==> config.mk <==
export PLATFORM = sky130hd
export DESIGN_NAME = butterworth_biquad_cascade_unit
export DESIGN_NICKNAME = d
export VERILOG_FILES = /design/src/sv/bbc_pkg.sv /design/src/sv/bbc_mac.sv /design/src/sv/butterworth_biquad_cascade_unit.sv
export SDC_FILE = /design/constraint.sdc
export NUM_CORES = 2
export LEC_CHECK = 0
export BUFFER_PORTS_ARGS = -buffer_cell sky130_fd_sc_hd__buf_2
export CAP_MARGIN = 20
export CORE_AREA = 2 2 369 371
export CTS_CLUSTER_SIZE = 24
export DETAILED_ROUTE_END_ITERATION = 10
export DIE_AREA = 0 0 371 373
export PLACE_DENSITY = 0.65
export REMOVE_ABC_BUFFERS = 1
export SYNTH_ARGS = -nofsm -noshare
export SYNTH_HDL_FRONTEND = slang
export SYNTH_SLANG_ARGS = --single-unit
==> constraint.sdc <==
create_clock -name clk -period 10.8 [get_ports clk]
set_input_delay 1.62 -clock clk [delete_from_list [all_inputs] [get_ports clk]]
set_output_delay 1.62 -clock clk [all_outputs]
set_load 0.05 [all_outputs]
==> src/sv/bbc_pkg.sv <==
package bbc_pkg;

  localparam int SECTIONS    = 4;
  localparam int SAMPLE_BITS = 24;

  localparam int COEF_W    = 32;
  localparam int COEF_FRAC = 28;
  localparam int OPND_W    = SAMPLE_BITS + 1;
  localparam int PROD_W    = COEF_W + OPND_W;
  localparam int ACC_W     = PROD_W + 3;
  localparam int Q_W       = ACC_W - COEF_FRAC;
  localparam int SEC_W     = (SECTIONS > 1) ? $clog2(SECTIONS) : 1;
  localparam int NUM_TAPS  = 4;
  localparam int NUM_RATES = 4;
  localparam int NUM_MODES = 2;

  localparam int RATE_W      = 2;
  localparam int MODE_W      = 1;
  localparam int CFG_INDEX_W = 2;
  localparam int CFG_DATA_W  = 2;

  localparam logic [CFG_INDEX_W-1:0] REG_RATE_SELECT = CFG_INDEX_W'(0);
  localparam logic [CFG_INDEX_W-1:0] REG_FILTER_MODE = CFG_INDEX_W'(1);

  localparam longint unsigned ONE_Q30      = 64'd1 << 30;
  localparam longint unsigned PI_Q30       = 64'd3373259426;
  localparam longint unsigned CUTOFF_HZ    = 64'd20000;
  localparam int              SERIES_TERMS = 15;

  typedef logic signed [SAMPLE_BITS-1:0] sample_t;
  typedef logic signed [COEF_W-1:0]      coef_t;
  typedef logic signed [OPND_W-1:0]      opnd_t;

  // Coefficient order inside one section.
  typedef enum logic [1:0] {
    TAP_B0,
    TAP_B1,
    TAP_A1,
    TAP_A2
  } tap_t;

  typedef enum logic [1:0] {
    ST_IDLE,
    ST_MAC,
    ST_FINISH
  } state_t;

  typedef struct packed {
    logic acc_en;
    logic acc_first;
  } mac_ctl_t;

  typedef coef_t     [NUM_TAPS-1:0]  tap_set_t;
  typedef tap_set_t  [SECTIONS-1:0]  sec_set_t;
  typedef sec_set_t  [NUM_MODES-1:0] mode_set_t;
  typedef mode_set_t [NUM_RATES-1:0] coef_rom_t;

  // Unsigned truncating quotient by restoring long division; table building only.
  function automatic longint unsigned quot_u64(longint unsigned n, longint unsigned d);
    longint unsigned q;
    logic [64:0]     r;
    q = '0;
    r = '0;
    for (int b = 63; b >= 0; b--) begin
      r = {r[63:0], n[b]};
      if (r >= {1'b0, d}) begin
        r    = r - {1'b0, d};
        q[b] = 1'b1;
      end
    end
    return q;
  endfunction

  // Taylor series in unsigned Q2.30; odd selects sine, else cosine.
  function automatic longint unsigned series_q30(longint unsigned x, bit odd);
    longint unsigned term;
    longint unsigned m;
    longint          sum;
    term = odd ? x : ONE_Q30;
    m    = odd ? 64'd2 : 64'd1;
    sum  = longint'(term);
    for (int i = 1; i < SERIES_TERMS; i++) begin
      term = quot_u64((((term * x) >> 30) * x) >> 30, m * (m + 64'd1));
      m    = m + 64'd2;
      if ((i % 2) == 1) begin
        sum = sum - longint'(term);
      end else begin
        sum = sum + longint'(term);
      end
    end
    if (sum < 0) begin
      sum = 0;
    end
    if (sum > longint'(ONE_Q30)) begin
      sum = longint'(ONE_Q30);
    end
    return unsigned'(sum);
  endfunction

  // Elaboration-time coefficient table for every rate code and mode.
  function automatic coef_rom_t build_coef_rom();
    coef_rom_t       rom;
    longint unsigned fs;
    longint unsigned wc;
    longint unsigned s;
    longint unsigned c;
    longint unsigned th;
    longint unsigned sk;
    longint unsigned den;
    longint unsigned num;
    longint unsigned order;
    longint          v;
    rom   = '0;
    order = 64'd2 * 64'(SECTIONS) + 64'd1;
    for (int r = 0; r < NUM_RATES; r++) begin
      fs = (r == 0) ? 64'd96000 : ((r == 1) ? 64'd192000 : 64'd384000);
      wc = quot_u64(PI_Q30 * 64'd2 * CUTOFF_HZ, fs);
      s  = series_q30(wc, 1'b1);
      c  = series_q30(wc, 1'b0);
      for (int k = 0; k < SECTIONS; k++) begin
        th  = quot_u64(PI_Q30 * (64'd2 * 64'(k) + 64'd1), 64'd2 * order);
        sk  = (s * series_q30(th, 1'b1)) >> 30;
        den = ONE_Q30 + sk;
        for (int md = 0; md < NUM_MODES; md++) begin
          v = longint'(quot_u64(((64'd2 * c) << COEF_FRAC) + den / 64'd2, den));
          rom[r][md][k][TAP_A1] = COEF_W'(v);
          v = longint'(quot_u64(((ONE_Q30 - sk) << COEF_FRAC) + den / 64'd2, den));
          rom[r][md][k][TAP_A2] = COEF_W'(-v);
          num = (md == 0) ? (ONE_Q30 - c) : (ONE_Q30 + c);
          v = longint'(quot_u64((num << COEF_FRAC) + den / 64'd2, den));
          rom[r][md][k][TAP_B1] = (md == 0) ? COEF_W'(v) : COEF_W'(-v);
          v = longint'(quot_u64((num << (COEF_FRAC - 1)) + den / 64'd2, den));
          rom[r][md][k][TAP_B0] = COEF_W'(v);
        end
      end
    end
    return rom;
  endfunction

  localparam coef_rom_t COEF_ROM = build_coef_rom();

endpackage

==> src/sv/bbc_mac.sv <==
module bbc_mac (
  input  logic             clk,
  input  bbc_pkg::mac_ctl_t ctl,
  input  bbc_pkg::coef_t   coef,
  input  bbc_pkg::opnd_t   operand,
  output bbc_pkg::sample_t y
);
  import bbc_pkg::*;

  localparam logic signed [Q_W-1:0] Q_HI = Q_W'((64'd1 << (SAMPLE_BITS - 1)) - 64'd1);
  localparam logic signed [Q_W-1:0] Q_LO = -(Q_W'(64'd1 << (SAMPLE_BITS - 1)));
  localparam logic signed [ACC_W-1:0] HALF_LSB = ACC_W'(64'd1 << (COEF_FRAC - 1));

  logic signed [PROD_W-1:0] prod;
  logic signed [ACC_W-1:0]  acc;
  logic signed [ACC_W-1:0]  total;
  logic signed [ACC_W-1:0]  rounded;
  logic signed [Q_W-1:0]    q;

  // Product register splits the multiplier from the accumulate add.
  always_ff @(posedge clk) begin
    prod <= coef * operand;
    if (ctl.acc_en) begin
      acc <= (ctl.acc_first ? '0 : acc) + ACC_W'(prod);
    end
  end

  // Fold in the last product, round half up, saturate.
  always_comb begin
    total   = acc + ACC_W'(prod);
    rounded = total + HALF_LSB;
    q       = $signed(rounded[ACC_W-1:COEF_FRAC]);
    if (q > Q_HI) begin
      y = SAMPLE_BITS'(Q_HI);
    end else if (q < Q_LO) begin
      y = SAMPLE_BITS'(Q_LO);
    end else begin
      y = SAMPLE_BITS'(q);
    end
  end

endmodule

==> src/sv/butterworth_biquad_cascade_unit.sv <==
// Butterworth biquad cascade: each request carries one signed Q1.23 sample
// that runs through SECTIONS direct-form-I biquads in series, each section
// saturated to 24 bits; the result is the last section's output. The
// coefficients (Q4.28, 20 kHz cutoff) come from a constant table selected by
// rate_select (0 = 96 kHz, 1 = 192 kHz, 2 and 3 = 384 kHz) and filter_mode
// (0 = low-pass, 1 = high-pass); write those only while the block is idle.
// The delay stores keep their contents across register writes and clear on
// reset. One shared multiply-accumulate unit does all the work: per section
// it steps through the taps b0, b1, a1 and a2 in state MAC, then rounds and
// saturates in state FINISH; a new request is taken only once the block
// has returned to IDLE after the last section. A finished result waits in the
// output register while the next sample is processed; only the final write of
// a new result stalls if the previous one was not yet taken.
module butterworth_biquad_cascade_unit (
  input  logic                                clk,
  input  logic                                rst,
  input  logic                                cfg_write,
  input  logic [bbc_pkg::CFG_INDEX_W-1:0]     cfg_index,
  input  logic [bbc_pkg::CFG_DATA_W-1:0]      cfg_data,
  input  logic                                in_valid,
  output logic                                in_ready,
  input  logic signed [bbc_pkg::SAMPLE_BITS-1:0] sample_in,
  output logic                                out_valid,
  input  logic                                out_ready,
  output logic signed [bbc_pkg::SAMPLE_BITS-1:0] sample_out
);
  import bbc_pkg::*;

  state_t           state;
  state_t           state_next;
  logic [SEC_W-1:0] sec;
  tap_t             tap;
  tap_t             tap_next;
  sample_t          x_cur;

  // Per-section delay stores: x1, x2, y1, y2.
  sample_t xd1 [SECTIONS];
  sample_t xd2 [SECTIONS];
  sample_t yd1 [SECTIONS];
  sample_t yd2 [SECTIONS];

  logic [RATE_W-1:0] rate_select;
  logic [MODE_W-1:0] filter_mode;

  mac_ctl_t mac_ctl;
  coef_t    coef;
  opnd_t    operand;
  sample_t  sec_y;
  logic     last_sec;
  logic     can_finish;
  logic     finish_go;

  assign last_sec   = (sec == SEC_W'(SECTIONS - 1));
  // Hold the final write while the previous result is still unclaimed.
  assign can_finish = !last_sec || !out_valid || out_ready;

  // Configuration registers.
  always_ff @(posedge clk) begin
    if (rst) begin
      rate_select <= '0;
      filter_mode <= '0;
    end else if (cfg_write) begin
      unique case (cfg_index)
        REG_RATE_SELECT: rate_select <= cfg_data[RATE_W-1:0];
        REG_FILTER_MODE: filter_mode <= cfg_data[MODE_W-1:0];
        default: ;
      endcase
    end
  end

  // Next state.
  always_comb begin
    state_next = state;
    unique case (state)
      ST_IDLE: begin
        if (in_valid) begin
          state_next = ST_MAC;
        end
      end
      ST_MAC: begin
        if (tap == TAP_A2) begin
          state_next = ST_FINISH;
        end
      end
      ST_FINISH: begin
        if (can_finish) begin
          state_next = last_sec ? ST_IDLE : ST_MAC;
        end
      end
      default: state_next = ST_IDLE;
    endcase
  end

  // Sequencer outputs.
  always_comb begin
    in_ready          = (state == ST_IDLE);
    mac_ctl.acc_en    = (state == ST_MAC) && (tap != TAP_B0);
    mac_ctl.acc_first = (tap == TAP_B1);
    finish_go         = (state == ST_FINISH) && can_finish;
    unique case (tap)
      TAP_B0:  tap_next = TAP_B1;
      TAP_B1:  tap_next = TAP_A1;
      TAP_A1:  tap_next = TAP_A2;
      TAP_A2:  tap_next = TAP_A2;
      default: tap_next = TAP_B0;
    endcase
  end

  // Coefficient and operand for the current tap.
  always_comb begin
    coef = COEF_ROM[rate_select][filter_mode][sec][tap];
    unique case (tap)
      TAP_B0:  operand = OPND_W'(x_cur) + OPND_W'(xd2[sec]);
      TAP_B1:  operand = OPND_W'(xd1[sec]);
      TAP_A1:  operand = OPND_W'(yd1[sec]);
      TAP_A2:  operand = OPND_W'(yd2[sec]);
      default: operand = '0;
    endcase
  end

  bbc_mac u_mac (
    .clk     (clk),
    .ctl     (mac_ctl),
    .coef    (coef),
    .operand (operand),
    .y       (sec_y)
  );

  // Control registers.
  always_ff @(posedge clk) begin
    if (rst) begin
      state     <= ST_IDLE;
      sec       <= '0;
      tap       <= TAP_B0;
      out_valid <= 1'b0;
    end else begin
      state <= state_next;
      if (in_valid && in_ready) begin
        sec <= '0;
        tap <= TAP_B0;
      end else if (state == ST_MAC) begin
        tap <= tap_next;
      end else if (finish_go) begin
        tap <= TAP_B0;
        if (!last_sec) begin
          sec <= sec + SEC_W'(1);
        end
      end
      if (finish_go && last_sec) begin
        out_valid <= 1'b1;
      end else if (out_ready) begin
        out_valid <= 1'b0;
      end
    end
  end

  // Working sample and result register.
  always_ff @(posedge clk) begin
    if (in_valid && in_ready) begin
      x_cur <= sample_in;
    end else if (finish_go) begin
      x_cur <= sec_y;
    end
    if (finish_go && last_sec) begin
      sample_out <= sec_y;
    end
  end

  // Delay stores: advance the current section once its output is known.
  always_ff @(posedge clk) begin
    if (rst) begin
      for (int i = 0; i < SECTIONS; i++) begin
        xd1[i] <= '0;
        xd2[i] <= '0;
        yd1[i] <= '0;
        yd2[i] <= '0;
      end
    end else if (finish_go) begin
      xd2[sec] <= xd1[sec];
      xd1[sec] <= x_cur;
      yd2[sec] <= yd1[sec];
      yd1[sec] <= sec_y;
    end
  end

`ifndef SYNTHESIS
  a_sec_range: assert property (@(posedge clk) disable iff (rst)
    int'(sec) < SECTIONS)
    else $error("section index out of range");

  a_finish_tap: assert property (@(posedge clk) disable iff (rst)
    (state == ST_FINISH) |-> (tap == TAP_A2))
    else $error("finish reached before last tap");

  a_accept_start: assert property (@(posedge clk) disable iff (rst)
    (in_valid && in_ready) |=> (state == ST_MAC && sec == '0 && tap == TAP_B0))
    else $error("accepted sample did not start at first section");

  a_finish_stall: assert property (@(posedge clk) disable iff (rst)
    (state == ST_FINISH && !can_finish) |=> (state == ST_FINISH && $stable(sec)
      && out_valid))
    else $error("final write did not hold for a pending result");

  a_section_step: assert property (@(posedge clk) disable iff (rst)
    (finish_go && !last_sec) |=> (state == ST_MAC && sec == $past(sec) + SEC_W'(1)))
    else $error("section did not advance after finish");
`endif

endmodule

; ---- Word level (Yosys, flattened, before mapping)
; Memories as Yosys holds them, arrays and structs flattened. A register that Yosys moved wholly into a read port is not among the register bits.
; Cells that the tools add are included.
[word_totals]
output_inout_bits = 26
mem_bits_ro = 0
ramBits = 384
latchBits = 0
ff_bits = 175
mem_count = 4
input_bits = 33
[mem_list]
columns = memory, words, word_bits, rd, rd_clocked_by_memory_dff, write_ports, line
row1 = xd1, 4, 24, 1, 1, 4, butterworth_biquad_cascade_unit.sv:37  ; sample_t xd1 [SECTIONS];
row2 = xd2, 4, 24, 1, 1, 4, butterworth_biquad_cascade_unit.sv:38  ; sample_t xd2 [SECTIONS];
row3 = yd1, 4, 24, 1, 1, 4, butterworth_biquad_cascade_unit.sv:39  ; sample_t yd1 [SECTIONS];
row4 = yd2, 4, 24, 1, 1, 4, butterworth_biquad_cascade_unit.sv:40  ; sample_t yd2 [SECTIONS];
[classes]
reduce_logical = 25
multipliers = 1
n_shift = 0
mux = 49
div = 0
magnitude_cmp = 6
bitwise_logic = 2
eq_ne = 10
n_addsub = 5
[ops]
columns = cell, n
row1 = binary-select mux 1024 bit (select 2 bit), 1
row2 = two-way mux 1024 bit, 1
row3 = two-way mux 512 bit, 2
row4 = binary-select mux 128 bit (select 2 bit), 1
row5 = two-way mux 24 bit, 8
row6 = two-way mux 128 bit, 1
row7 = case mux 25 bit (4 select lines), 1
row8 = OR reduction 24 bit, 4
row9 = binary-select mux 32 bit (select 2 bit), 1
row10 = adder 60 x 29 -> 60 bit (second input constant), 1
row11 = adder 60 x 57 -> 60 bit, 1
row12 = adder 60 bit, 1
row13 = two-way mux 60 bit, 1
row14 = multiplier 32 x 25 -> 57 bit, 1
row15 = two-way mux 2 bit, 17
row16 = greater-than comparator 32 x 24 -> 1 bit (second input constant), 1
row17 = less-than comparator 32 x 24 -> 1 bit (second input constant), 1
row18 = two-way mux 32 bit, 1
row19 = adder 24 x 24 -> 25 bit, 1
row20 = two-way mux 1 bit, 12
row21 = case mux 2 bit (3 select lines), 2
row22 = less-than comparator 2 x 3 -> 1 bit (second input constant), 3
row23 = equality test 2 bit (second input constant), 4
row24 = nonzero test 2 bit, 4
row25 = 12 further kinds, 27

; ---- Logic depth before layout (Yosys ltp)
[logic_depth]
ltp_word = 10
mapped_depth = 47
ltp_nobuf = 41

; ---- Hierarchy
; A second synthesis with hierarchy kept.
[hier_totals]
hier_cells = 6054
area_unflattened_um2 = 60991.0
[by_module_without_submodules]
columns = mod, area_per_inst_um2, seq_area_each_um2, instances, cells_each
row1 = bbc_mac, 37583.5, 2942.8, 1, 4081
row2 = butterworth_biquad_cascade_unit, 23407.4, 13212.7, 1, 1973

; ---- Worst setup path before layout
; No wires, ideal clock.
[synth_timing]
kind = register -> register
startpoint = register (tool-made name)
endpoint = register u_mac.prod[51]
stages_incl_launch_ff = 42
required_ns = 10.728
t_arrival_ns = 11.097
period_less_slack_ns = 11.169
slack_ns = -0.369
setup_time_ns = 0.072
path_cell_list = dfxtp_1 > buf_2 > buf_2 > buf_2 > buf_2 > buf_1 > mux4_2 > ha_1 > inv_1 > fa_1 > nor2b_1 > o21a_1 > o21ai_0 > a21oi_1 > o21a_1 > o21a_1 > o21a_1 > o311ai_0 > (+6 left out) > fa_1 > fa_1 > fa_1 > fa_1 > inv_1 > fa_1 > inv_1 > ha_1 > o21ai_0 > a21oi_1 > or2_2 > a2111oi_0 > o31ai_1 > a31oi_1 > a21oi_1 > a21o_1 > a21boi_0 > xnor2_1
[synth_rtl]
columns = item, line
row1 = "end signal, assigned", bbc_mac.sv:22  ; prod <= coef * operand;
row2 = "end, declared", bbc_mac.sv:14  ; logic signed [PROD_W-1:0] prod;

==> impl_metrics.csv <==
group,metric,value,unit
clock_network,clk-insertion-delay-late,670,ps
setup_path,crit_path_end_kind,"flop",
placed_design,hpwl,139,mm
die,rows,135,
yosys,seq_area_frac_synth,0.269,
timing,max_freq,95.8,MHz
grt,track_usage,0.266,
yosys,synth-edff-count,492,
clock_network,cts_hold_buf,0,
grt,grt_pass1_wl,280,mm
yosys,syn_area,0.0601,mm²
timing,slew_headroom,0.249,
timing,min_period,10440,ps
clock_network,cts_tree,"yes",
yosys,synth_top_cell_by_area,"fa_1",
clock_network,numCtsBuffers,67,
grt,overflow,0,
placed_design,numPortBuffers,58,
route,wl_per_cell,23.0,µm
placed_design,dp_slack,146,ps
timing,post-route-worst-setup-slack,360,ps
status,status,"finished clean",
timing,setup_viol,0,
route,num_vias,45900,
timing,period_share,0.967,
cells_and_area,diodes,0,
run,drv_cap,0,
setup_path,max_stage_delay,560,ps
placed_design,gp_congestion,0.970,
clock_network,clockBufferDepth,3,
die,pin_count,59,
setup_path,crit_fanout,34,
route,routed_wl,183,mm
clock_network,clock-sinks,561,
yosys,yosysWarningCount,0,
timing,skew,38.1,ps
die,coreArea,0.135,mm²
yosys,syn_inst,6142,
yosys,yosys-top-cells-count,"893 x inv_1, 794 x nand2_1, 788 x fa_1",
grt,grt.busiest_layer,"met2",
yosys,synth_area_leaders,"fa_1 26%, edfxtp_1 25%, ha_1 8.1%",
yosys,synth_ff_type,"edfxtp_1",
route,antenna_left,0,
route,viasPerCell,5.76,
clock_network,clock_tree.root_cell,"clkbuf_16",
yosys,synthArstFlopShare,0,
timing,slew_violations,0,
die,die_w,371,µm
cells_and_area,synthToLayoutAreaGrowth,8.98,%
clock_network,h-tree-depth,3,
grt,met2_usage,0.420,
min_path,min_path_type,"reg -> reg",
die,die_h,373,µm
cells_and_area,layout-drive-gt1-share,0.0927,
cells_and_area,fin_util,0.487,
setup_path,crit_arrival,10970,ps
timing,worst_pin_slew,1120,ps
grt,grt_pass1_vias,46400,
die,die-area,0.138,mm²
setup_path,critPathKind,"reg -> reg",
grt,antenna_found_initial,3,
yosys,syn_avg_cell_area,9.79,µm²
yosys,synth_top_area_frac,0.262,
yosys,ys_types,83,
grt,grtUsageMet3,0.0519,
setup_path,cpMostUsedCell,"fa_1",
route,drtPass1Iterations,6,
grt,grt_max_degree,96,
clock_network,path_clk_slew,60,ps
timing,hold_viol,0,
cells_and_area,final_nets,7352,
cells_and_area,nFillCells,12300,
cells_and_area,multi_input_area,0.0397,mm²
setup_path,slowest_stage,"fa_1",
yosys,synth.most_common_cell,"inv_1",
route,drc_errors,0,
cells_and_area,seq_area,0.0162,mm²
setup_path,setup.worst_path.start_class,"flop",
grt,use_met1,0.350,
yosys,synth_seq_cells,561,
setup_path,required,11330,ps
die,start_util,0.446,
route,drt_iter0_markers,4477,
-- cell families (layout without fill, tap and decap cells) --
kind of cell               Yosys count  count (layout)  share of synthesized area
and+or+nand+nor                   1881            1881                      0.138
buffers and inverters             1222            1272                     0.0770
adders and majority gates         1178            1178                      0.344
AOI/OAI and AO/OA                 1020            1020                      0.106
DFF                                561             561                      0.269
xor gates and xnor gates           151             151                     0.0220
muxes                              129             129                     0.0445
-- cells in the final DEF (no fill, tap or decap), types with 54 or more instances in the layout --
| cell | n |
|---|---|
| nand2_1 | 789 |
| clkbuf_16 | 68 |
| inv_1 | 893 |
| dfxtp_1 | 63 |
| nor2b_1 | 115 |
| nand2b_1 | 54 |
| a21oi_1 | 353 |
| mux4_2 | 110 |
| buf_2 | 58 |
| nand3_1 | 61 |
| a21o_1 | 95 |
| ha_1 | 390 |
| fa_1 | 788 |
| nor3_1 | 60 |
| o21ai_0 | 180 |
| buf_4 | 185 |
| xnor2_1 | 109 |
| edfxtp_1 | 492 |
| nor2_1 | 544 |
| and2_1 | 104 |
-- cell type report --
cell class,instances,share of cell area
clock inverters,37,0.00548
clock buffers,83,0.0270
repair buffers,257,0.0297
well taps,1781,0.0340
multi-input cells,4359,0.606
flip-flops and latches,561,0.247
inverters,895,0.0513
-- stage by stage --
| stage | hold slack, ps | std cells | cell area [µm²] | setup TNS (ps) |
|---|---|---|---|---|
| global route | 641 | 7973 | 65500 | -18.6 |
| floorplan | 531 | 5815 | 58800 | -113910 |
| global placement | 605 | 7837 | 63100 | 0 |
| CTS | 627 | 7957 | 65200 | 0 |
| finish | 613 | 7973 | 65500 | 0 |
| detailed placement | 618 | 7837 | 63100 | 0 |
-- routing by layer --
metal | up-vias | part of all wire
met5 | - | 0.000071
met4 | 2 | 0.055
met3 | 457 | 0.086
met2 | 2115 | 0.47
met1 | 23000 | 0.39
li1 | 20300 | -
-- registers in the layout, indices dropped and copies added, names as in the netlist, named ones only --
name and count:
yd1 96, tap 2, sec 2, filter_mode 1, u_mac.prod 57, xd2 96
yd2 96, x_cur 24, out_valid 1, u_mac.acc 60, rate_select 2, state 2
sample_out 24, xd1 96
-- timing repair --
item / CTS / global route
setup buffers: 0 / 14
setup endpoints to repair: 0 / 23
resized for setup: 0 / 23
-- worst max-delay path, delay by kind of cell, from the launching register on --
family / cells / cell delay, ps
buffers and inverters: 3 / 670
muxes: 1 / 540
DFF: 1 / 450
and+or+nand+nor: 4 / 480
adders and majority gates: 9 / 4100
AOI/OAI and AO/OA: 17 / 3870
xor gates and xnor gates: 1 / 120
-- path summary, 6_finish.rpt --
check	from	to	slack (ps)	cells past startpoint
min	u_mac.prod[0]	u_mac.acc[0]	610	1
max reg2reg	flop	u_mac.prod[56]	360	35
min reg2reg	u_mac.prod[0]	u_mac.acc[0]	610	1
max	flop	u_mac.prod[56]	360	35
Power is not shown: default switching activity piles up to over one toggle a cycle in this logic, so the estimate is an artifact.
